<file path="config.mk">
export PLATFORM = sky130hd
export DESIGN_NAME = radix_odometer_with_digit_histogram
export DESIGN_NICKNAME = d
export VERILOG_FILES = /design/src/rtl/rodo_pkg.sv /design/src/rtl/rodo_cell.sv /design/src/rtl/rodo_hist.sv /design/src/rtl/radix_odometer_with_digit_histogram.sv
export SDC_FILE = /design/constraint.sdc
export NUM_CORES = 2
export LEC_CHECK = 0
export BUFFER_PORTS_ARGS = -buffer_cell sky130_fd_sc_hd__buf_2
export CORE_MARGIN = 3
export CORE_UTILIZATION = 35
export CTS_BUF_LIST = sky130_fd_sc_hd__clkbuf_2
export DETAILED_ROUTE_END_ITERATION = 8
export REMOVE_ABC_BUFFERS = 1
export SYNTH_ARGS = -nofsm -noshare
export SYNTH_HDL_FRONTEND = slang
export SYNTH_SLANG_ARGS = --single-unit
</file>
<file path="constraint.sdc">
create_clock -name clk -period 8.5 [get_ports clk]
set_input_delay 0.425 -clock clk [delete_from_list [all_inputs] [get_ports clk]]
set_output_delay 0.425 -clock clk [all_outputs]
set_load 0.1 [all_outputs]
</file>
<file path="src/rtl/rodo_pkg.sv">
package rodo_pkg;

  localparam int MAX_DIGITS = 16;
  localparam int MAX_RADIX  = 16;
  localparam int DIGIT_W    = 4;
  localparam int COUNT_W    = 5;
  localparam int CFG_W      = 5;
  localparam int CFG_IDX_W  = 2;
  localparam int PRODUCT_W  = 2 * CFG_W;

  typedef logic [DIGIT_W-1:0]   digit_t;
  typedef logic [COUNT_W-1:0]   count_t;
  typedef logic [CFG_W-1:0]     cfg_word_t;
  typedef logic [MAX_RADIX-1:0] value_hot_t;

  // register indexes
  localparam logic [CFG_IDX_W-1:0] REG_ACTIVE_DIGITS = 2'd0;
  localparam logic [CFG_IDX_W-1:0] REG_RADIX         = 2'd1;
  localparam logic [CFG_IDX_W-1:0] REG_TOLERANCE     = 2'd2;

  // action codes
  localparam logic ACT_INCREMENT = 1'b0;
  localparam logic ACT_WRITE_OVF = 1'b1;

  localparam cfg_word_t ACTIVE_MIN  = 5'd1;
  localparam cfg_word_t ACTIVE_MAX  = 5'd16;
  localparam cfg_word_t RADIX_MIN   = 5'd2;
  localparam cfg_word_t RADIX_MAX   = 5'd16;
  localparam cfg_word_t ACTIVE_RST  = 5'd16;
  localparam cfg_word_t RADIX_RST   = 5'd2;
  localparam cfg_word_t TOL_RST     = 5'd1;

  typedef struct packed {
    logic   action;
    logic   overflow_value;
    digit_t count_digit;
  } in_item_t;

  typedef struct packed {
    logic [MAX_DIGITS*DIGIT_W-1:0] counter_digits;
    logic                          overflow_out;
    logic                          all_values_used;
    logic                          counts_non_increasing;
    logic                          counts_balanced;
    count_t                        selected_count;
  } out_item_t;

  typedef struct packed {
    logic      clear;
    logic      step;
    cfg_word_t radix;
  } cell_ctrl_t;

endpackage

</file>
<file path="src/rtl/rodo_cell.sv">
module rodo_cell (
  input  logic                clk,
  input  logic                rst_n,
  input  rodo_pkg::cell_ctrl_t ctrl,
  input  logic                active,
  input  logic                carry_in,
  output logic                carry_out,
  output rodo_pkg::digit_t    digit,
  output rodo_pkg::value_hot_t value_hot
);
  import rodo_pkg::*;

  digit_t digit_r;
  digit_t digit_nxt;
  logic   wrap;

  assign wrap      = ({1'b0, digit_r} + 5'd1) >= ctrl.radix;
  // inactive positions pass the carry straight to the next cell
  assign carry_out = carry_in & (~active | wrap);
  assign digit     = digit_r;
  assign value_hot = active ? (value_hot_t'(1) << digit_r) : '0;

  always_comb begin
    digit_nxt = digit_r;
    if (ctrl.clear) begin
      digit_nxt = '0;
    end else if (ctrl.step && carry_in && active) begin
      digit_nxt = wrap ? '0 : digit_t'(digit_r + 4'd1);
    end
  end

  always_ff @(posedge clk) begin
    if (!rst_n) begin
      digit_r <= '0;
    end else begin
      digit_r <= digit_nxt;
    end
  end

endmodule

</file>
<file path="src/rtl/rodo_hist.sv">
module rodo_hist (
  input  logic                 clk,
  input  logic                 load,
  input  rodo_pkg::value_hot_t value_hot [rodo_pkg::MAX_DIGITS],
  output rodo_pkg::count_t     counts    [rodo_pkg::MAX_RADIX]
);
  import rodo_pkg::*;

  count_t                counts_r   [MAX_RADIX];
  count_t                counts_nxt [MAX_RADIX];
  logic [MAX_DIGITS-1:0] column     [MAX_RADIX];

  // transpose cell one-hots into one column per digit value
  always_comb begin
    for (int v = 0; v < MAX_RADIX; v++) begin
      for (int i = 0; i < MAX_DIGITS; i++) begin
        column[v][i] = value_hot[i][v];
      end
      counts_nxt[v] = count_t'($countones(column[v]));
    end
  end

  always_ff @(posedge clk) begin
    if (load) begin
      counts_r <= counts_nxt;
    end
  end

  assign counts = counts_r;

endmodule

</file>
<file path="src/rtl/radix_odometer_with_digit_histogram.sv">
// out_valid rises once an accepted beat has passed through S_HIST and S_FLAGS
// each item runs the digit update in the cell row, the histogram popcount, then
// the flag stage into the output register; the next item is taken only after that,
// and it is taken while the previous result still waits on out_ready
// reset (synchronous, rst_n low): active_digits 16, radix 2, tolerance 1,
// digits and overflow cleared, no result pending
module radix_odometer_with_digit_histogram (
  input  logic                           clk,
  input  logic                           rst_n,
  input  logic                           in_valid,
  output logic                           in_ready,
  input  rodo_pkg::in_item_t             in_data,
  output logic                           out_valid,
  input  logic                           out_ready,
  output rodo_pkg::out_item_t            out_data,
  input  logic                           cfg_we,
  input  logic [rodo_pkg::CFG_IDX_W-1:0] cfg_index,
  input  rodo_pkg::cfg_word_t            cfg_data
);
  import rodo_pkg::*;

  typedef enum logic [2:0] {
    S_IDLE  = 3'b001,
    S_HIST  = 3'b010,
    S_FLAGS = 3'b100
  } state_t;

  state_t     state_r, state_nxt;
  cfg_word_t  active_r, active_nxt;
  cfg_word_t  radix_r, radix_nxt;
  cfg_word_t  tol_r, tol_nxt;
  logic       ovf_r, ovf_nxt;
  digit_t     sel_r, sel_nxt;
  logic       out_valid_r, out_valid_nxt;
  out_item_t  out_data_r, out_data_nxt;

  logic       in_fire;
  logic       cfg_clear;
  logic       out_load;
  cell_ctrl_t cell_ctrl;
  logic       carry [MAX_DIGITS+1];
  digit_t     digits [MAX_DIGITS];
  value_hot_t value_hot [MAX_DIGITS];
  count_t     counts [MAX_RADIX];
  logic [MAX_DIGITS*DIGIT_W-1:0] packed_digits;

  assign in_ready  = (state_r == S_IDLE);
  assign in_fire   = in_valid & in_ready;
  assign out_valid = out_valid_r;
  assign out_data  = out_data_r;

  assign cfg_clear = cfg_we & ((cfg_index == REG_ACTIVE_DIGITS) ||
                               (cfg_index == REG_RADIX) ||
                               (cfg_index == REG_TOLERANCE));

  assign cell_ctrl.clear = cfg_clear;
  assign cell_ctrl.step  = in_fire & (in_data.action == ACT_INCREMENT);
  assign cell_ctrl.radix = radix_r;

  assign carry[0] = 1'b1;

  for (genvar i = 0; i < MAX_DIGITS; i++) begin : g_cell
    rodo_cell u_cell (
      .clk       (clk),
      .rst_n     (rst_n),
      .ctrl      (cell_ctrl),
      .active    ({1'b0, 4'(i)} < active_r),
      .carry_in  (carry[i]),
      .carry_out (carry[i+1]),
      .digit     (digits[i]),
      .value_hot (value_hot[i])
    );
    assign packed_digits[i*DIGIT_W +: DIGIT_W] = digits[i];
  end

  rodo_hist u_hist (
    .clk       (clk),
    .load      (state_r == S_HIST),
    .value_hot (value_hot),
    .counts    (counts)
  );

  // configuration; active digits and radix saturate, tolerance is taken as written
  always_comb begin
    active_nxt = active_r;
    radix_nxt  = radix_r;
    tol_nxt    = tol_r;
    if (cfg_we) begin
      case (cfg_index)
        REG_ACTIVE_DIGITS: begin
          if (cfg_data < ACTIVE_MIN) active_nxt = ACTIVE_MIN;
          else if (cfg_data > ACTIVE_MAX) active_nxt = ACTIVE_MAX;
          else active_nxt = cfg_data;
        end
        REG_RADIX: begin
          if (cfg_data < RADIX_MIN) radix_nxt = RADIX_MIN;
          else if (cfg_data > RADIX_MAX) radix_nxt = RADIX_MAX;
          else radix_nxt = cfg_data;
        end
        REG_TOLERANCE: begin
          tol_nxt = cfg_data;
        end
        default: begin
        end
      endcase
    end
  end

  always_comb begin
    ovf_nxt = ovf_r;
    sel_nxt = sel_r;
    if (cfg_clear) begin
      ovf_nxt = 1'b0;
    end else if (in_fire) begin
      sel_nxt = in_data.count_digit;
      if (in_data.action == ACT_INCREMENT) begin
        ovf_nxt = ovf_r | carry[MAX_DIGITS];
      end else begin
        ovf_nxt = in_data.overflow_value;
      end
    end
  end

  // summary flags over the registered histogram
  always_comb begin
    logic                        all_used;
    logic                        non_inc;
    logic                        balanced;
    logic signed [PRODUCT_W+1:0] diff;
    logic signed [PRODUCT_W+1:0] bound;
    logic        [PRODUCT_W-1:0] scaled;
    all_used = 1'b1;
    non_inc  = 1'b1;
    balanced = 1'b1;
    bound    = $signed({2'b00, PRODUCT_W'(tol_r) * PRODUCT_W'(radix_r)});
    for (int v = 0; v < MAX_RADIX; v++) begin
      scaled = PRODUCT_W'(radix_r) * PRODUCT_W'(counts[v]);
      diff   = $signed({2'b00, scaled}) - $signed({{(PRODUCT_W+2-CFG_W){1'b0}}, active_r});
      if (diff < 0) diff = -diff;
      if ({1'b0, 4'(v)} < radix_r) begin
        if (counts[v] == '0) all_used = 1'b0;
        if (v > 0 && counts[(v+MAX_RADIX-1)%MAX_RADIX] < counts[v]) non_inc = 1'b0;
        if (!(diff < bound)) balanced = 1'b0;
      end
    end
    out_data_nxt.counter_digits        = packed_digits;
    out_data_nxt.overflow_out          = ovf_r;
    out_data_nxt.all_values_used       = all_used;
    out_data_nxt.counts_non_increasing = non_inc;
    out_data_nxt.counts_balanced       = balanced;
    out_data_nxt.selected_count        = ({1'b0, sel_r} < radix_r) ? counts[sel_r] : '0;
  end

  assign out_load = (state_r == S_FLAGS) & (~out_valid_r | out_ready);

  always_comb begin
    out_valid_nxt = out_valid_r;
    if (out_load) out_valid_nxt = 1'b1;
    else if (out_ready) out_valid_nxt = 1'b0;
  end

  always_comb begin
    state_nxt = state_r;
    case (state_r)
      S_IDLE:  if (in_fire) state_nxt = S_HIST;
      S_HIST:  state_nxt = S_FLAGS;
      S_FLAGS: if (out_load) state_nxt = S_IDLE;
      default: state_nxt = S_IDLE;
    endcase
  end

  always_ff @(posedge clk) begin
    if (!rst_n) begin
      state_r     <= S_IDLE;
      active_r    <= ACTIVE_RST;
      radix_r     <= RADIX_RST;
      tol_r       <= TOL_RST;
      ovf_r       <= 1'b0;
      out_valid_r <= 1'b0;
    end else begin
      state_r     <= state_nxt;
      active_r    <= active_nxt;
      radix_r     <= radix_nxt;
      tol_r       <= tol_nxt;
      ovf_r       <= ovf_nxt;
      out_valid_r <= out_valid_nxt;
    end
  end

  always_ff @(posedge clk) begin
    sel_r <= sel_nxt;
    if (out_load) begin
      out_data_r <= out_data_nxt;
    end
  end

endmodule

</file>
# Yosys cells after proc, flatten, opt, wreduce, memory -nomap -nowiden

Cells that the tools add are included.

Eq/ne operators: 7
Multiply operators: 17
Shift operators: 16
$add $sub $neg: 304
Multiplexer cells: 154
Bitwise gates (word level): 58
Reduce and logical (&&, ||, !) cells: 57
Order comparisons: 100
Div/mod/pow operators: 0

Operators by type and width:

| kind                                                                          | number |
|---|---|
| 5-bit adder                                                                   | 112 |
| 1-bit by 1-bit adder with 2-bit output                                        | 128 |
| 16-bit two-way mux                                                            | 16 |
| 1-bit by 4-bit << shifter with 16-bit output, first input constant            | 16 |
| 12-bit by 11-bit less-than comparator with 1-bit output                       | 16 |
| 12-bit two-way mux                                                            | 16 |
| 11-bit negation with 12-bit output                                            | 16 |
| 11-bit by 1-bit less-than comparator with 1-bit output, second input constant | 16 |
| 10-bit by 5-bit subtractor with 11-bit output                                 | 16 |
| 5-bit by 5-bit multiplier with 10-bit output                                  | 17 |
| 1-bit two-way mux                                                             | 97 |
| 4-bit by 1-bit adder with 5-bit output, second input constant                 | 16 |
| 5-bit greater-or-equal comparator                                             | 16 |
| 5-bit logical NOT                                                             | 16 |
| 4-bit by 5-bit less-than comparator with 1-bit output, first input constant   | 16 |
| 5-bit less-than comparator                                                    | 15 |
| 4-bit by 1-bit adder with 4-bit output, second input constant                 | 16 |
| 4-bit two-way mux                                                             | 16 |
| 3-bit by 5-bit less-than comparator with 1-bit output, first input constant   | 8 |
| 1-bit logical AND                                                             | 31 |
| 5-bit two-way mux                                                             | 5 |
| 5-bit binary-select mux with 4-bit select                                     | 1 |
| 1-bit by 5-bit less-than comparator with 1-bit output, first input constant   | 4 |
| 2-bit by 5-bit less-than comparator with 1-bit output, first input constant   | 4 |
| other kinds (23)                                                              | 83 |

Register bits: 241
Bits in writable memories: 0
Output and inout bits: 75
Bits in read-only memories: 0
Logic and storage cells: 758
Memories: 0
Latch bits: 0
Bits of input ports: 18

# Longest topological paths before layout

Depth after elaboration: 37
Mapped depth: 31
Gate-level depth less buffers: 28

# By module

Synthesis repeated with hierarchy kept, for this count alone.

Cells, all modules: 5360
Area, all modules: 45676.3 um^2

By module, submodules not included:

| module                              | times used | cells an instance | area each (um^2) | sequential area each (um^2) |
|---|---|---|---|---|
| radix_odometer_with_digit_histogram | 1          | 3345              | 28029.4          | 2712.6 |
| rodo_hist                           | 1          | 815               | 9559.2           | 2402.3 |
| rodo_cell                           | 16         | 75                | 505.5            | 80.1 |

# Worst setup path before layout

No wires, ideal clock.

Path kind: flip-flop to flip-flop
Start: reg radix_r[0]
End: reg out_data_r, in the netlist out_data[5] (data pin)
Arrival time: 6.934 ns
Setup slack: 1.390 ns
Library setup time: 0.176 ns
Data required time: 8.324 ns
Buffers on the path: 4
Clock period less this slack: 7.110 ns
Cell stages (with the launch flop): 28
Cells stage by stage: dfxtp_1 clkbuf_1 clkbuf_1 clkbuf_1 nand2_1 fa_1 inv_1 ha_1 fa_1 ha_1 fa_1 a21o_1 a211o_1 or2_2 a31oi_1 xnor2_1 clkbuf_1 nand2_1 xnor2_1 ha_1 a211o_1 nor2_1 nor3_1 a2111oi_0 o2111ai_1 a311oi_1 nand4_1 nor4_1

RTL lines:

| element                | line                                       | text |
|---|---|---|
| from (decl)            | radix_odometer_with_digit_histogram.sv:30  | `cfg_word_t radix_r, radix_nxt;` |
| from (signal assigned) | radix_odometer_with_digit_histogram.sv:183 | `radix_r <= radix_nxt;` |
| to (signal assigned)   | radix_odometer_with_digit_histogram.sv:193 | `out_data_r <= out_data_nxt;` |
| to (decl)              | radix_odometer_with_digit_histogram.sv:35  | `out_item_t out_data_r, out_data_nxt;` |

==> impl_metrics.csv <==
group,metric,value,unit
run_status,status,"completed",
routing,wl_per_cell,20.57,um
clocking,cts_setup_buffers,0,
synthesis,yosys_most_used_dff,"edfxtp_1",
final_layout,final_nets,6736,
synthesis,synth_commonest_cells,"ha_1, inv_1, fa_1, nand2_1, nor2_1",
clocking,clock_latency,1300,ps
timing,tightest_slew,1198,ps
timing,timing_hold_violations_final,0,
final_layout,areaGrowthSynthToFinish,8.446,%
clocking,cts.sinks,241,
synthesis,yosysTopAreaCell,"ha_1",
die,die_w,368.7,um
timing,final.setup.tns,0,ps
setup_path,setup.worst_path.end_class,"flip-flop",
clocking,root_buffer,"clkbuf_2",
setup_path,worstPathArrival,8510,ps
setup_path,cp_slowest_cell,"dfxtp_4",
routing,drtAntennaViolNets,0,
setup_path,critPathMaxFanout,63,
setup_path,max_stage_delay,830,ps
timing,slew_headroom,20.14,%
routing,vias,36767,
final_layout,fin_area,49930,um^2
synthesis,yosys_warnings,0,
routing,dr.pass1.iters,6,
setup_path,crit_top_cell,"nand4_1",
routing,routed_wl,146800,um
routing,viasPerCell,5.152,
global_route,grt_max_degree,80,
routing,drt_iter0_markers,2669,
synthesis,async_reset_ff_share,0,%
power_and_ir_drop,power.leakage,0.02530,uW
power_and_ir_drop,powerDensity,122.0,nW/um^2
die,row_count,132,
setup_path,critPathLaunchType,"flip-flop",
global_route,grt_use_total,21.53,%
min_path,min_path_type,"input pin to flip-flop",
setup_path,critPathKind,"flip-flop to flip-flop",
timing,rsz0062_at_grt,"no",
synthesis,synth-edff-count,157,
die,io_pins,93,
clocking,path_clk_slew,130,ps
clocking,cts_tree,"done",
place,dpl_cell_area,48870,um^2
global_route,grt_first_pass_wirelength,223200,um
synthesis,synth.area.top_cells,"ha_1, fa_1, edfxtp_1",
clocking,cts_buffers,73,
synthesis,synth_seq_area_share,13.89,%
clocking,h-tree-depth,3,
timing,timing.fmax,133.4,MHz
timing,period_share,88.19,%
final_layout,drive_gt1_share,6.997,%
setup_path,path_buf_inv,4,
timing,drv_slew,0,
routing,drc,0,
setup_path,required,9520,ps
job,drv_cap,0,
timing,fin_skew,178.2,ps
timing,setup_viol,0,
global_route,antenna_found_initial,6,
synthesis,synth_cell_types,87,
clocking,clock_path_buffers,3,
power_and_ir_drop,vdd_ir_drop_max,0.00008905,V
synthesis,syn_area,46040,um^2
die,die-area,135900,um^2
place,place_hpwl,120100,um
setup_path,crit_family,"compound AO/OA/AOI/OAI gates",
synthesis,synth_top_area_share,26.55,%
synthesis,syn_area_per_cell,8.905,um^2
synthesis,ys_ff_latch,241,
place,gp_congestion,1.005,
global_route,grt_pass1_vias,37009,
die,die_y,368.7,um
global_route,gr-total-overflow,0,
synthesis,syn_inst,5170,
die,initial_core_util,35.42,%
timing,fin_crit,7496,ps
place,io_buffers,92,
die,coreArea,130000,um^2
synthesis,yosysMostFrequentCell,"ha_1",
[kinds of logic (layout without fill, tap and decap cells)]
group	Yosys count	count (layout)	share of synthesized area, %
xor gates and xnor gates	270	270	5.136
AOI/OAI and AO/OA	638	638	9.158
DFF	241	241	13.89
buffers and inverters	1025	1243	8.416
and+or+nand+nor	1546	1546	16.97
other	0	6	0
muxes	64	64	2.087
adders and majority gates	1386	1386	44.34
[path summary, 6_finish.rpt]
path	startpoint	end	slack (ps)	depth (start not counted)
setup / recovery	radix_r[1]$_SDFFE_PN1P_	out_data[5]$_DFFE_PP_	1000	26
setup reg to reg	radix_r[1]$_SDFFE_PN1P_	out_data[5]$_DFFE_PP_	1000	26
hold / removal	out_ready	out_valid$_SDFFE_PN0P_	180	4
hold reg to reg	ovf_r$_SDFFE_PP0P_	out_data[8]$_DFFE_PP_	430	0
[worst min-delay path, delay by kind of cell]
kind            cells  cell delay [ps]
buf+inv             2              610
compound gates      1              100
simple gates        1              160
[state kept, by name, indices dropped and copies added (netlist names)]
signal / cells
g_cell.u_cell.digit: 64
state_r: 3
out_data: 73
tol_r: 5
sel_r: 4
u_hist.counts: 80
out_valid: 1
ovf_r: 1
radix_r: 5
active_r: 5
[routing by layer]
| metal | track usage (%) | vias to the layer above | share of wire [%] |
|---|---|---|---|
| met2 | 35.43 | 1049 | 46 |
| met1 | 28.29 | 17804 | 44 |
| met5 | 0 | - | 0 |
| met4 | 9.375 | 0 | 4.9 |
| met3 | 2.760 | 257 | 5.4 |
| li1 | - | 17657 | - |
[metrics by stage]
stage	cells	setup slack (ps)	utilization [%]	hold WS [ps]	power (uW)
3_5_place_dp	6962	1044	37.60	426.9	5130
3_3_place_gp	6962	1246	37.60	424.2	5028
6_report	7136	1004	38.41	182.8	6093
4_1_cts	7130	1058	38.40	21.30	6142
2_1_floorplan	5060	192.6	-	408.0	4247
5_1_grt	7136	310.8	38.41	96.30	6759
[cells in the final DEF, fill, tap and decap left out, drive strengths merged, types with 33 or more instances in the layout]
cell,netlist,layout
inv,914,918
nand4,37,37
mux2i,33,33
a21o,105,105
nor2b,59,59
and2,188,188
buf,16,160
clkbuf,94,103
and3,177,177
xnor2,184,184
nor3,80,80
dlygate4sd3,0,37
fa,409,409
ha,977,977
nand3,97,97
edfxtp,157,157
nor2,335,335
a21oi,160,160
nand2b,62,62
dfxtp,84,84
nand2,389,389
o31ai,34,34
o21ai,129,129
xor2,86,86
[power breakdown]
part / switching (uW) / internal [uW]
sequential: 53.0 / 1270
combinational: 2140 / 1680
clock: 580 / 364
total: 2780 / 3320
[cell type report]
class                   instances  area (um^2)
well taps                    1742         2180
inverters                     915         3435
clock buffers                 103        515.5
multi-input cells            3904        35840
diodes                          6        15.01
clock inverters                28        153.9
fillers                     13218        80050
repair buffers                197         1379
flip-flops and latches        241         6411
[repair_timing]
| item | CTS | global route |
|---|---|---|
| endpoints found under the hold margin | 65 | 0 |
| resized for setup | 0 | 0 |
| hold buffers | 37 | 0 |
No activity file was read; power rests on OpenSTA's default activity.
